[src/rgb_to_hsv_converter_defines.svh]
// Assertion macros shared by the RGB to HSV converter.
// Depends on nothing; the asserting module must have i_clk and i_rst_n in scope.
`ifndef RGB_TO_HSV_CONVERTER_DEFINES_SVH
`define RGB_TO_HSV_CONVERTER_DEFINES_SVH

// Checks that the consequent holds in the same cycle as the antecedent.
`define RGBHSV_CHECK(lbl, ante, cons, msg) \
    lbl: assert property (@(posedge i_clk) disable iff (!i_rst_n) (ante) |-> (cons)) \
        else $error(msg);

// Checks that the consequent holds in the cycle after the antecedent.
`define RGBHSV_CHECK_NEXT(lbl, ante, cons, msg) \
    lbl: assert property (@(posedge i_clk) disable iff (!i_rst_n) (ante) |=> (cons)) \
        else $error(msg);

`endif

[src/rgbhsv_pkg.sv]
// Shared types, constants and helper functions for the RGB to HSV converter.
// Depends on nothing; used by every module of the block.
package rgbhsv_pkg;

    // Default parameter values of the top level.
    localparam int CHANNEL_BITS_DEF  = 8;
    localparam int HUE_FRAC_BITS_DEF = 6;
    localparam int SAT_BITS_DEF      = 16;

    // Hue covers 0 to 359 degrees, so nine integer bits.
    localparam int HUE_INT_BITS = 9;
    localparam int HUE_FULL_DEG = 360;

    // Sector offsets in degrees and the width of one sector.
    localparam int HUE_OFF_RED   = 0;
    localparam int HUE_OFF_GREEN = 120;
    localparam int HUE_OFF_BLUE  = 240;
    localparam int SECTOR_DEG    = 60;

    // Which channel holds the maximum.
    typedef enum logic [1:0] {
        SEC_RED,
        SEC_GREEN,
        SEC_BLUE
    } t_sector;

    function automatic int max_int(input int a, input int b);
        return (a > b) ? a : b;
    endfunction

    // Number of quotient bits, and so of divider stages, for the given format.
    function automatic int div_stage_count(input int hue_frac_bits, input int sat_bits);
        return max_int(HUE_INT_BITS + hue_frac_bits, sat_bits + 1);
    endfunction

endpackage

[src/rgbhsv_front.sv]
// Front end of the RGB to HSV converter: max/min search, sector choice and
// the two dividends. Two register stages. Depends on rgbhsv_pkg.
module rgbhsv_front #(
    parameter int CHANNEL_BITS  = rgbhsv_pkg::CHANNEL_BITS_DEF,
    parameter int HUE_FRAC_BITS = rgbhsv_pkg::HUE_FRAC_BITS_DEF,
    parameter int SAT_BITS      = rgbhsv_pkg::SAT_BITS_DEF
) (
    input  logic                    i_clk,
    input  logic                    i_rst_n,
    input  logic                    i_valid,
    output logic                    o_ready,
    input  logic [CHANNEL_BITS-1:0] i_red,
    input  logic [CHANNEL_BITS-1:0] i_green,
    input  logic [CHANNEL_BITS-1:0] i_blue,
    output logic                    o_valid,
    input  logic                    i_ready,
    output logic [CHANNEL_BITS-1:0] o_hi,
    output logic [CHANNEL_BITS-1:0] o_d,
    output logic [CHANNEL_BITS+rgbhsv_pkg::HUE_INT_BITS+HUE_FRAC_BITS-1:0] o_hrem,
    output logic [CHANNEL_BITS+SAT_BITS-1:0] o_srem
);

    localparam int C   = CHANNEL_BITS;
    localparam int TW  = C + rgbhsv_pkg::HUE_INT_BITS;
    localparam int HNW = TW + HUE_FRAC_BITS;
    localparam int SNW = C + SAT_BITS;

    // Stage one registers.
    logic                 r1_valid;
    logic [C-1:0]         r1_hi;
    logic [C-1:0]         r1_lo;
    rgbhsv_pkg::t_sector  r1_sec;
    logic                 r1_wrap;
    logic signed [C:0]    r1_num;
    logic [C-1:0]         n1_hi;
    logic [C-1:0]         n1_lo;
    rgbhsv_pkg::t_sector  n1_sec;
    logic                 n1_wrap;
    logic signed [C:0]    n1_num;
    logic                 w1_ready;

    // Stage two registers.
    logic                 r2_valid;
    logic [C-1:0]         r2_hi;
    logic [C-1:0]         r2_d;
    logic [HNW-1:0]       r2_hrem;
    logic [SNW-1:0]       r2_srem;
    logic [C-1:0]         n2_d;
    logic [HNW-1:0]       n2_hrem;
    logic [SNW-1:0]       n2_srem;
    logic                 w2_ready;
    logic [rgbhsv_pkg::HUE_INT_BITS-1:0] w_off;
    logic [TW-1:0]        w_num_x;
    logic [TW-1:0]        w_total;

    // A stage takes a new request when it is empty or its content moves on.
    assign w2_ready = !r2_valid || i_ready;
    assign w1_ready = !r1_valid || w2_ready;
    assign o_ready  = w1_ready;

    // Stage one: find the largest and smallest channel and the hue numerator.
    // Red wins ties over green, and green over blue.
    always_comb begin
        if (i_red >= i_green && i_red >= i_blue) begin
            n1_sec = rgbhsv_pkg::SEC_RED;
            n1_hi  = i_red;
            n1_num = $signed({1'b0, i_green}) - $signed({1'b0, i_blue});
        end else if (i_green >= i_blue) begin
            n1_sec = rgbhsv_pkg::SEC_GREEN;
            n1_hi  = i_green;
            n1_num = $signed({1'b0, i_blue}) - $signed({1'b0, i_red});
        end else begin
            n1_sec = rgbhsv_pkg::SEC_BLUE;
            n1_hi  = i_blue;
            n1_num = $signed({1'b0, i_red}) - $signed({1'b0, i_green});
        end
        n1_lo = i_red;
        if (i_green < n1_lo) begin
            n1_lo = i_green;
        end
        if (i_blue < n1_lo) begin
            n1_lo = i_blue;
        end
        // Red sector with a negative numerator wraps around to 360 degrees.
        n1_wrap = (n1_sec == rgbhsv_pkg::SEC_RED) && (i_green < i_blue);
    end

    // Stage two: sector offset and the two dividends.
    // The hue total is never negative and stays below 360 * 2^C, so
    // modular arithmetic at TW bits gives the exact value.
    always_comb begin
        unique case (r1_sec)
            rgbhsv_pkg::SEC_RED: begin
                w_off = r1_wrap ? rgbhsv_pkg::HUE_INT_BITS'(rgbhsv_pkg::HUE_FULL_DEG)
                                : rgbhsv_pkg::HUE_INT_BITS'(rgbhsv_pkg::HUE_OFF_RED);
            end
            rgbhsv_pkg::SEC_GREEN: w_off = rgbhsv_pkg::HUE_INT_BITS'(rgbhsv_pkg::HUE_OFF_GREEN);
            rgbhsv_pkg::SEC_BLUE:  w_off = rgbhsv_pkg::HUE_INT_BITS'(rgbhsv_pkg::HUE_OFF_BLUE);
            default:               w_off = rgbhsv_pkg::HUE_INT_BITS'(rgbhsv_pkg::HUE_OFF_RED);
        endcase
        n2_d    = r1_hi - r1_lo;
        w_num_x = {{(TW - C - 1){r1_num[C]}}, r1_num};
        w_total = TW'(w_off) * TW'(n2_d) + w_num_x * TW'(rgbhsv_pkg::SECTOR_DEG);
        n2_hrem = HNW'(w_total) << HUE_FRAC_BITS;
        n2_srem = SNW'(n2_d) << SAT_BITS;
    end

    // Valid bits of both stages.
    always_ff @(posedge i_clk) begin
        if (!i_rst_n) begin
            r1_valid <= 1'b0;
            r2_valid <= 1'b0;
        end else begin
            if (w1_ready) begin
                r1_valid <= i_valid;
            end
            if (w2_ready) begin
                r2_valid <= r1_valid;
            end
        end
    end

    // Payload of both stages.
    always_ff @(posedge i_clk) begin
        if (w1_ready) begin
            r1_hi   <= n1_hi;
            r1_lo   <= n1_lo;
            r1_sec  <= n1_sec;
            r1_wrap <= n1_wrap;
            r1_num  <= n1_num;
        end
        if (w2_ready) begin
            r2_hi   <= r1_hi;
            r2_d    <= n2_d;
            r2_hrem <= n2_hrem;
            r2_srem <= n2_srem;
        end
    end

    assign o_valid = r2_valid;
    assign o_hi    = r2_hi;
    assign o_d     = r2_d;
    assign o_hrem  = r2_hrem;
    assign o_srem  = r2_srem;

endmodule

[src/rgbhsv_div_stage.sv]
// One restoring division step for both the hue and the saturation quotient,
// with its own register stage and handshake. Depends on rgbhsv_pkg.
module rgbhsv_div_stage #(
    parameter int CHANNEL_BITS  = rgbhsv_pkg::CHANNEL_BITS_DEF,
    parameter int HUE_FRAC_BITS = rgbhsv_pkg::HUE_FRAC_BITS_DEF,
    parameter int SAT_BITS      = rgbhsv_pkg::SAT_BITS_DEF,
    parameter int BIT_POS       = 0
) (
    input  logic                    i_clk,
    input  logic                    i_rst_n,
    input  logic                    i_valid,
    output logic                    o_ready,
    input  logic [CHANNEL_BITS-1:0] i_hi,
    input  logic [CHANNEL_BITS-1:0] i_d,
    input  logic [CHANNEL_BITS+rgbhsv_pkg::HUE_INT_BITS+HUE_FRAC_BITS-1:0] i_hrem,
    input  logic [rgbhsv_pkg::HUE_INT_BITS+HUE_FRAC_BITS-1:0] i_hquo,
    input  logic [CHANNEL_BITS+SAT_BITS-1:0] i_srem,
    input  logic [SAT_BITS:0]       i_squo,
    output logic                    o_valid,
    input  logic                    i_ready,
    output logic [CHANNEL_BITS-1:0] o_hi,
    output logic [CHANNEL_BITS-1:0] o_d,
    output logic [CHANNEL_BITS+rgbhsv_pkg::HUE_INT_BITS+HUE_FRAC_BITS-1:0] o_hrem,
    output logic [rgbhsv_pkg::HUE_INT_BITS+HUE_FRAC_BITS-1:0] o_hquo,
    output logic [CHANNEL_BITS+SAT_BITS-1:0] o_srem,
    output logic [SAT_BITS:0]       o_squo
);

    localparam int C   = CHANNEL_BITS;
    localparam int HQB = rgbhsv_pkg::HUE_INT_BITS + HUE_FRAC_BITS;
    localparam int SQB = SAT_BITS + 1;
    localparam int HNW = C + HQB;
    localparam int SNW = C + SAT_BITS;
    localparam int CW  = C + rgbhsv_pkg::div_stage_count(HUE_FRAC_BITS, SAT_BITS);
    localparam bit HUE_ACT = (BIT_POS < HQB);
    localparam bit SAT_ACT = (BIT_POS < SQB);

    logic           r_valid;
    logic [C-1:0]   r_hi;
    logic [C-1:0]   r_d;
    logic [HNW-1:0] r_hrem;
    logic [HQB-1:0] r_hquo;
    logic [SNW-1:0] r_srem;
    logic [SQB-1:0] r_squo;
    logic [HNW-1:0] n_hrem;
    logic [HQB-1:0] n_hquo;
    logic [SNW-1:0] n_srem;
    logic [SQB-1:0] n_squo;
    logic [CW-1:0]  w_hden;
    logic [CW-1:0]  w_sden;
    logic           w_htake;
    logic           w_stake;

    assign o_ready = !r_valid || i_ready;

    // Compare the partial remainder with the divisor shifted to this bit and
    // subtract when it fits. The hue divides by max-min, saturation by max.
    always_comb begin
        w_hden  = CW'(i_d) << BIT_POS;
        w_sden  = CW'(i_hi) << BIT_POS;
        w_htake = HUE_ACT && (CW'(i_hrem) >= w_hden);
        w_stake = SAT_ACT && (CW'(i_srem) >= w_sden);
        n_hrem  = w_htake ? HNW'(CW'(i_hrem) - w_hden) : i_hrem;
        n_srem  = w_stake ? SNW'(CW'(i_srem) - w_sden) : i_srem;
        n_hquo  = i_hquo | (HQB'(w_htake) << BIT_POS);
        n_squo  = i_squo | (SQB'(w_stake) << BIT_POS);
    end

    // Stage valid bit.
    always_ff @(posedge i_clk) begin
        if (!i_rst_n) begin
            r_valid <= 1'b0;
        end else if (o_ready) begin
            r_valid <= i_valid;
        end
    end

    // Stage payload.
    always_ff @(posedge i_clk) begin
        if (o_ready) begin
            r_hi   <= i_hi;
            r_d    <= i_d;
            r_hrem <= n_hrem;
            r_hquo <= n_hquo;
            r_srem <= n_srem;
            r_squo <= n_squo;
        end
    end

    assign o_valid = r_valid;
    assign o_hi    = r_hi;
    assign o_d     = r_d;
    assign o_hrem  = r_hrem;
    assign o_hquo  = r_hquo;
    assign o_srem  = r_srem;
    assign o_squo  = r_squo;

endmodule

[src/rgb_to_hsv_converter.sv]
// RGB to HSV converter top level: front end, divider pipeline, output register.
// Depends on rgbhsv_pkg, rgbhsv_front, rgbhsv_div_stage and the defines header.
//
// Usage:
// The slave channel (i_s_axis_*) takes one pixel per request; tdata holds red,
// green and blue from the lowest bits up. The master channel (o_m_axis_*)
// gives hue, saturation and brightness (value) per pixel, in the same order.
// Throughput is one pixel per clock while i_m_axis_tready is held high.
// Each accepted pixel passes through the two front-end stages, then the D
// divider stages, where D is the larger of (9 + HUE_FRAC_BITS) and
// (SAT_BITS + 1), each resolving one quotient bit of the hue, the saturation
// or both, and then the output register, which drives o_m_axis_tvalid.
// Every stage carries its own valid bit and moves when the stage after it is
// empty or moving, so bubbles close up and the input side keeps accepting
// while a finished result waits to be taken. When the receiver holds tready
// low, the pipeline fills and then o_s_axis_tready drops; nothing is lost or
// repeated. Reset clears all valid bits; the block has no other state.
`include "rgb_to_hsv_converter_defines.svh"

module rgb_to_hsv_converter #(
    parameter int CHANNEL_BITS  = rgbhsv_pkg::CHANNEL_BITS_DEF,
    parameter int HUE_FRAC_BITS = rgbhsv_pkg::HUE_FRAC_BITS_DEF,
    parameter int SAT_BITS      = rgbhsv_pkg::SAT_BITS_DEF
) (
    input  logic i_clk,
    input  logic i_rst_n,
    input  logic i_s_axis_tvalid,
    output logic o_s_axis_tready,
    // Fields from bit 0 up: red, green, blue.
    input  logic [((3 * CHANNEL_BITS + 7) / 8) * 8 - 1:0] i_s_axis_tdata,
    output logic o_m_axis_tvalid,
    input  logic i_m_axis_tready,
    // Fields from bit 0 up: hue, saturation, brightness.
    output logic [((rgbhsv_pkg::HUE_INT_BITS + HUE_FRAC_BITS + SAT_BITS + CHANNEL_BITS + 7)
                   / 8) * 8 - 1:0] o_m_axis_tdata
);

    localparam int C      = CHANNEL_BITS;
    localparam int HQB    = rgbhsv_pkg::HUE_INT_BITS + HUE_FRAC_BITS;
    localparam int SQB    = SAT_BITS + 1;
    localparam int HNW    = C + HQB;
    localparam int SNW    = C + SAT_BITS;
    localparam int DS     = rgbhsv_pkg::div_stage_count(HUE_FRAC_BITS, SAT_BITS);
    localparam int OUT_W  = HQB + SAT_BITS + C;
    localparam int OUT_TW = ((OUT_W + 7) / 8) * 8;
    localparam int HUE_LIMIT = rgbhsv_pkg::HUE_FULL_DEG << HUE_FRAC_BITS;

    // Pipeline links; index 0 is the front end output, index DS the last step.
    logic           w_valid [0:DS];
    logic           w_ready [0:DS];
    logic [C-1:0]   w_hi    [0:DS];
    logic [C-1:0]   w_d     [0:DS];
    logic [HNW-1:0] w_hrem  [0:DS];
    logic [HQB-1:0] w_hquo  [0:DS];
    logic [SNW-1:0] w_srem  [0:DS];
    logic [SQB-1:0] w_squo  [0:DS];

    logic [C-1:0]        w_red;
    logic [C-1:0]        w_green;
    logic [C-1:0]        w_blue;
    logic                r_out_valid;
    logic [HQB-1:0]      r_out_hue;
    logic [SAT_BITS-1:0] r_out_sat;
    logic [C-1:0]        r_out_bright;
    logic [HQB-1:0]      n_out_hue;
    logic [SAT_BITS-1:0] n_out_sat;

    // Unpack the pixel.
    assign w_red   = i_s_axis_tdata[C-1:0];
    assign w_green = i_s_axis_tdata[2*C-1:C];
    assign w_blue  = i_s_axis_tdata[3*C-1:2*C];

    // Max/min, sector and dividends.
    rgbhsv_front #(
        .CHANNEL_BITS  (CHANNEL_BITS),
        .HUE_FRAC_BITS (HUE_FRAC_BITS),
        .SAT_BITS      (SAT_BITS)
    ) u_front (
        .i_clk   (i_clk),
        .i_rst_n (i_rst_n),
        .i_valid (i_s_axis_tvalid),
        .o_ready (o_s_axis_tready),
        .i_red   (w_red),
        .i_green (w_green),
        .i_blue  (w_blue),
        .o_valid (w_valid[0]),
        .i_ready (w_ready[0]),
        .o_hi    (w_hi[0]),
        .o_d     (w_d[0]),
        .o_hrem  (w_hrem[0]),
        .o_srem  (w_srem[0])
    );

    // Both quotients start empty.
    assign w_hquo[0] = '0;
    assign w_squo[0] = '0;

    // Divider pipeline, most significant quotient bit first.
    for (genvar k = 0; k < DS; k++) begin : g_div
        rgbhsv_div_stage #(
            .CHANNEL_BITS  (CHANNEL_BITS),
            .HUE_FRAC_BITS (HUE_FRAC_BITS),
            .SAT_BITS      (SAT_BITS),
            .BIT_POS       (DS - 1 - k)
        ) u_step (
            .i_clk   (i_clk),
            .i_rst_n (i_rst_n),
            .i_valid (w_valid[k]),
            .o_ready (w_ready[k]),
            .i_hi    (w_hi[k]),
            .i_d     (w_d[k]),
            .i_hrem  (w_hrem[k]),
            .i_hquo  (w_hquo[k]),
            .i_srem  (w_srem[k]),
            .i_squo  (w_squo[k]),
            .o_valid (w_valid[k+1]),
            .i_ready (w_ready[k+1]),
            .o_hi    (w_hi[k+1]),
            .o_d     (w_d[k+1]),
            .o_hrem  (w_hrem[k+1]),
            .o_hquo  (w_hquo[k+1]),
            .o_srem  (w_srem[k+1]),
            .o_squo  (w_squo[k+1])
        );
    end

    // Output register takes a request when empty or when the receiver takes one.
    assign w_ready[DS] = !r_out_valid || i_m_axis_tready;

    // Grey pixels get hue 0, black pixels saturation 0, and a full
    // saturation quotient clamps to the largest code.
    always_comb begin
        n_out_hue = (w_d[DS] == '0) ? '0 : w_hquo[DS];
        if (w_hi[DS] == '0) begin
            n_out_sat = '0;
        end else if (w_squo[DS][SAT_BITS]) begin
            n_out_sat = '1;
        end else begin
            n_out_sat = w_squo[DS][SAT_BITS-1:0];
        end
    end

    // Output valid bit.
    always_ff @(posedge i_clk) begin
        if (!i_rst_n) begin
            r_out_valid <= 1'b0;
        end else if (w_ready[DS]) begin
            r_out_valid <= w_valid[DS];
        end
    end

    // Output payload.
    always_ff @(posedge i_clk) begin
        if (w_ready[DS]) begin
            r_out_hue    <= n_out_hue;
            r_out_sat    <= n_out_sat;
            r_out_bright <= w_hi[DS];
        end
    end

    assign o_m_axis_tvalid = r_out_valid;
    assign o_m_axis_tdata  = OUT_TW'({r_out_bright, r_out_sat, r_out_hue});

    // Hue always stays below a full turn.
    `RGBHSV_CHECK(a_hue_range, r_out_valid, r_out_hue < HQB'(HUE_LIMIT), "hue out of range")

    // A black pixel has neither hue nor saturation.
    `RGBHSV_CHECK(a_black_pixel, r_out_valid && (r_out_bright == '0),
        (r_out_sat == '0) && (r_out_hue == '0), "black pixel has hue or saturation")

    // After the last step both remainders are below their divisors.
    `RGBHSV_CHECK(a_rem_bound, w_valid[DS] && (w_d[DS] != '0),
        (w_hrem[DS] < HNW'(w_d[DS])) && (w_srem[DS] < SNW'(w_hi[DS])),
        "divider remainder not reduced")

    // A result leaving the divider lands in the output register.
    `RGBHSV_CHECK_NEXT(a_out_load, w_valid[DS] && w_ready[DS], r_out_valid,
        "result lost at output register")

endmodule
[config.mk]
export PLATFORM = sky130hd
export DESIGN_NAME = rgb_to_hsv_converter
export DESIGN_NICKNAME = d
export VERILOG_FILES = /design/src/rgbhsv_pkg.sv /design/src/rgbhsv_front.sv /design/src/rgbhsv_div_stage.sv /design/src/rgb_to_hsv_converter.sv
export VERILOG_INCLUDE_DIRS = /design/src /design/src/src
export SDC_FILE = /design/constraint.sdc
export NUM_CORES = 2
export LEC_CHECK = 0
export BUFFER_PORTS_ARGS = -buffer_cell sky130_fd_sc_hd__buf_2
export CAP_MARGIN = 20
export CORE_MARGIN = 2
export CORE_UTILIZATION = 34
export DETAILED_ROUTE_END_ITERATION = 12
export SKIP_LAST_GASP = 1
export SLEW_MARGIN = 0
export SYNTH_ARGS = -nofsm -noshare
export SYNTH_HDL_FRONTEND = slang
export SYNTH_SLANG_ARGS = --single-unit
export TNS_END_PERCENT = 5
[constraint.sdc]
create_clock -name i_clk -period 15.4 [get_ports i_clk]
set_input_delay 0.77 -clock i_clk [delete_from_list [all_inputs] [get_ports i_clk]]
set_output_delay 0.77 -clock i_clk [all_outputs]
set_load 0.02 [all_outputs]
==> qor.csv <==
metric,value,unit
starting density of the core,0.3431,
filler instances,16256,
Post-DP HPWL,75350,µm
vias per inst,4.722,
die height,420.5,µm
synthesized net count,5160,
Synth Register Bits,1179,
nets,5320,
detailed-route DRC error count,0,
crit path kind,reg -> reg,
"Data required, critical path",15.86,ns
# setup viols final,0,
Final Cycle Share,0.4189,
pin count of the biggest net entering global routing,72,
GRT overflow,0,
crit path time final,6.451,ns
yosys warns,0,
Clock Root Buffer,clkbuf_16,
I/O Buffers,68,
Crit path largest cell delay,0.52,ns
Slew @ Worst Pin,1.066,ns
Hold Path Depth,3,
"commonest non-fill, non-tap cell in the layout",edfxtp_1,
clk slew on worst S/H paths,0.07,ns
"CP delay by family, top",adder cells,
# rows,152,
WP buf/inv,5,
Crit path depth,23,
Final Hold Viols,0,
final setup skew,0.07822,ns
first-pass GRT wire length,168700,µm
H-tree depth,3,
total CTS buffers,119,
max-cap violations,0,
chip width,420.5,µm
Multi-input gate area,21790,µm²
CP endpoint kind,flip-flop,
Post-Syn Instances,4702,
GRT Total Usage,0.1148,
initial DRC count,1707,
"Max FO, Critical Path",3,
Sequential Area,35200,µm²
HP Class,in -> reg,
fmax,0.1550,GHz
antenna violations before repair,0,
syn avg cell area,12.55,µm²
number of synthesized flops with an enable pin,1159,
via count,34329,
CTS-repair resized insts,0,
"Top FF cell, synth",edfxtp_1,
clock sinks,1179,
Final Max Tran Viols,0,
synthesis-to-finish area growth,12.42,%
mean routed wirelength per cell,13.96,µm
diode count,0,
Synth async-reset ratio,0,
hold-fix buffers at CTS,0,
Routed Antenna Nets,0,
First-pass DRT Iterations,7,
share of layout cells above drive strength 1,0.08407,
# Post-CTS Setup Buffers,0,
clk buf depth,3,
TritonCTS clock tree,yes,
"Seq/Total Area, Yosys",0.5968,
# IOs,70,
Worst path slowest cell,fa_1,
Yosys cell types,81,
Reg2Reg Depth,23,
Die ar.,176800,µm²
"commonest cells after routing, fill and taps aside","1159 x edfxtp_1, 484 x inv_1, 345 x ha_1, 319 x nor2_1, 255 x o21ai_0",
gpl congestion,0.8712,
CP arrival,6.91,ns
crit path launch type,flip-flop,
Setup TNS,0,ns
later-pin clock latency in the skew report,0.76,ns
Routed WL,101500,µm
Synth Cell Area,58990,µm²
unrepaired setup endpoints after global routing,no,
Placeable Area,171900,µm²
crit-path cells,inv_1 > fa_1 > fa_1 > inv_1 > ha_1 > nor2b_1 > o21ai_0 > nand2b_1 > xnor2_1 > fa_1 > inv_1 > fa_1 > ha_1 > inv_1 > fa_1 > inv_1 > ha_1 > a21oi_1 > o21ai_0 > or4_1 > a31o_2 > a21oi_1 > xnor2_1,
worst hold slack,0.3448,ns
status,finished clean,
relative max-transition margin,0.2877,
vias in the first global route,34838,
[stage by stage]
step / setup slack [ns] / util / cell area, µm² / cells
floorplan: 9.418 / - / 58990 / 4702
global placement: 8.970 / 0.3621 / 62250 / 7046
detailed placement: 8.937 / 0.3622 / 62270 / 7048
CTS: 8.905 / 0.3854 / 66260 / 7267
global route: 8.525 / 0.3857 / 66310 / 7270
finish: 8.949 / 0.3857 / 66310 / 7270
[metal layers]
| metal | track usage | vias to the layer above | wire, µm |
|---|---|---|---|
| met5 | 0 | - | 0 |
| met4 | 0.03651 | 0 | 2917 |
| met3 | 0.02047 | 206 | 3255 |
| met2 | 0.2192 | 462 | 54070 |
| met1 | 0.1274 | 16310 | 41250 |
| li1 | - | 17351 | - |
[flip-flops by register name, indices dropped and copies added (netlist names), 15 cells and up]
register / cells
g_div.u_step.o_hrem: 268
g_div.u_step.o_srem: 248
g_div.u_step.o_squo: 153
g_div.u_step.o_d: 136
g_div.u_step.o_hi: 136
g_div.u_step.o_hquo: 120
g_div.u_step.o_valid: 17
r_out_sat: 16
r_out_hue: 15
u_front.o_hrem: 15
[worst paths after layout]
kind / start / end / slack (ns)
min: i_s_axis_tvalid / u_front.r1_valid$_SDFFE_PN0P_ / 0.34
max: u_front.r1_num[3]$_DFFE_PP_ / u_front.o_hrem[21]$_DFFE_PP_ / 8.95
min reg2reg: g_div[2].u_step.o_squo[15]$_DFFE_PP_ / g_div[3].u_step.o_squo[15]$_DFFE_PP_ / 0.38
max reg2reg: u_front.r1_num[3]$_DFFE_PP_ / u_front.o_hrem[21]$_DFFE_PP_ / 8.95
[logic make-up (layout without fill, tap and decap cells)]
logic type / Yosys count / after routing / synth area share
compound gates: 810 / 810 / 0.08469
xor+xnor: 353 / 353 / 0.05241
fa+ha+maj: 430 / 430 / 0.1020
other cells: 1 / 1 / 0.00006357
flops: 1179 / 1179 / 0.5968
mux: 94 / 94 / 0.01741
simple gates: 1286 / 1286 / 0.1114
buf+inv: 549 / 807 / 0.03521
[final cells by class]
| class | instances | area share |
|---|---|---|
| sequential | 1179 | 0.5309 |
| multi-input combinational | 2974 | 0.3287 |
| clock buffer | 134 | 0.04575 |
| tap | 2310 | 0.04358 |
| inverter | 491 | 0.02781 |
| clock inverter | 85 | 0.01447 |
| timing repair buffer | 97 | 0.008849 |
[Yosys cell counts, types with 52 or more instances]
cell type  number  share of area
o21a_1         91          0.012
edfxtp_1     1159           0.59
nor4_1         66         0.0070
ha_1          345          0.073
o21ai_0       255          0.022
mux2_2         69          0.013
clkbuf_1       52         0.0033
a21oi_1       214          0.018
inv_1         491          0.031
nand2b_1       77         0.0082
nor3_1        147          0.012
xnor2_1       162          0.024
fa_1           85          0.029
nor2b_1        97          0.010
or3_1          57         0.0060
nor2_1        320          0.020
nand2_1       254          0.016
nand3_1        54         0.0046
xor2_1        191          0.028
[tightest hold or removal path, stage by stage]
cell and delay, ns:
buf_2 0.09, inv_1 0.06, a21boi_0 0.07
Power is left out: the tool's default activity adds up to more than one toggle a clock period on the data nets, which glitch-free logic cannot reach.
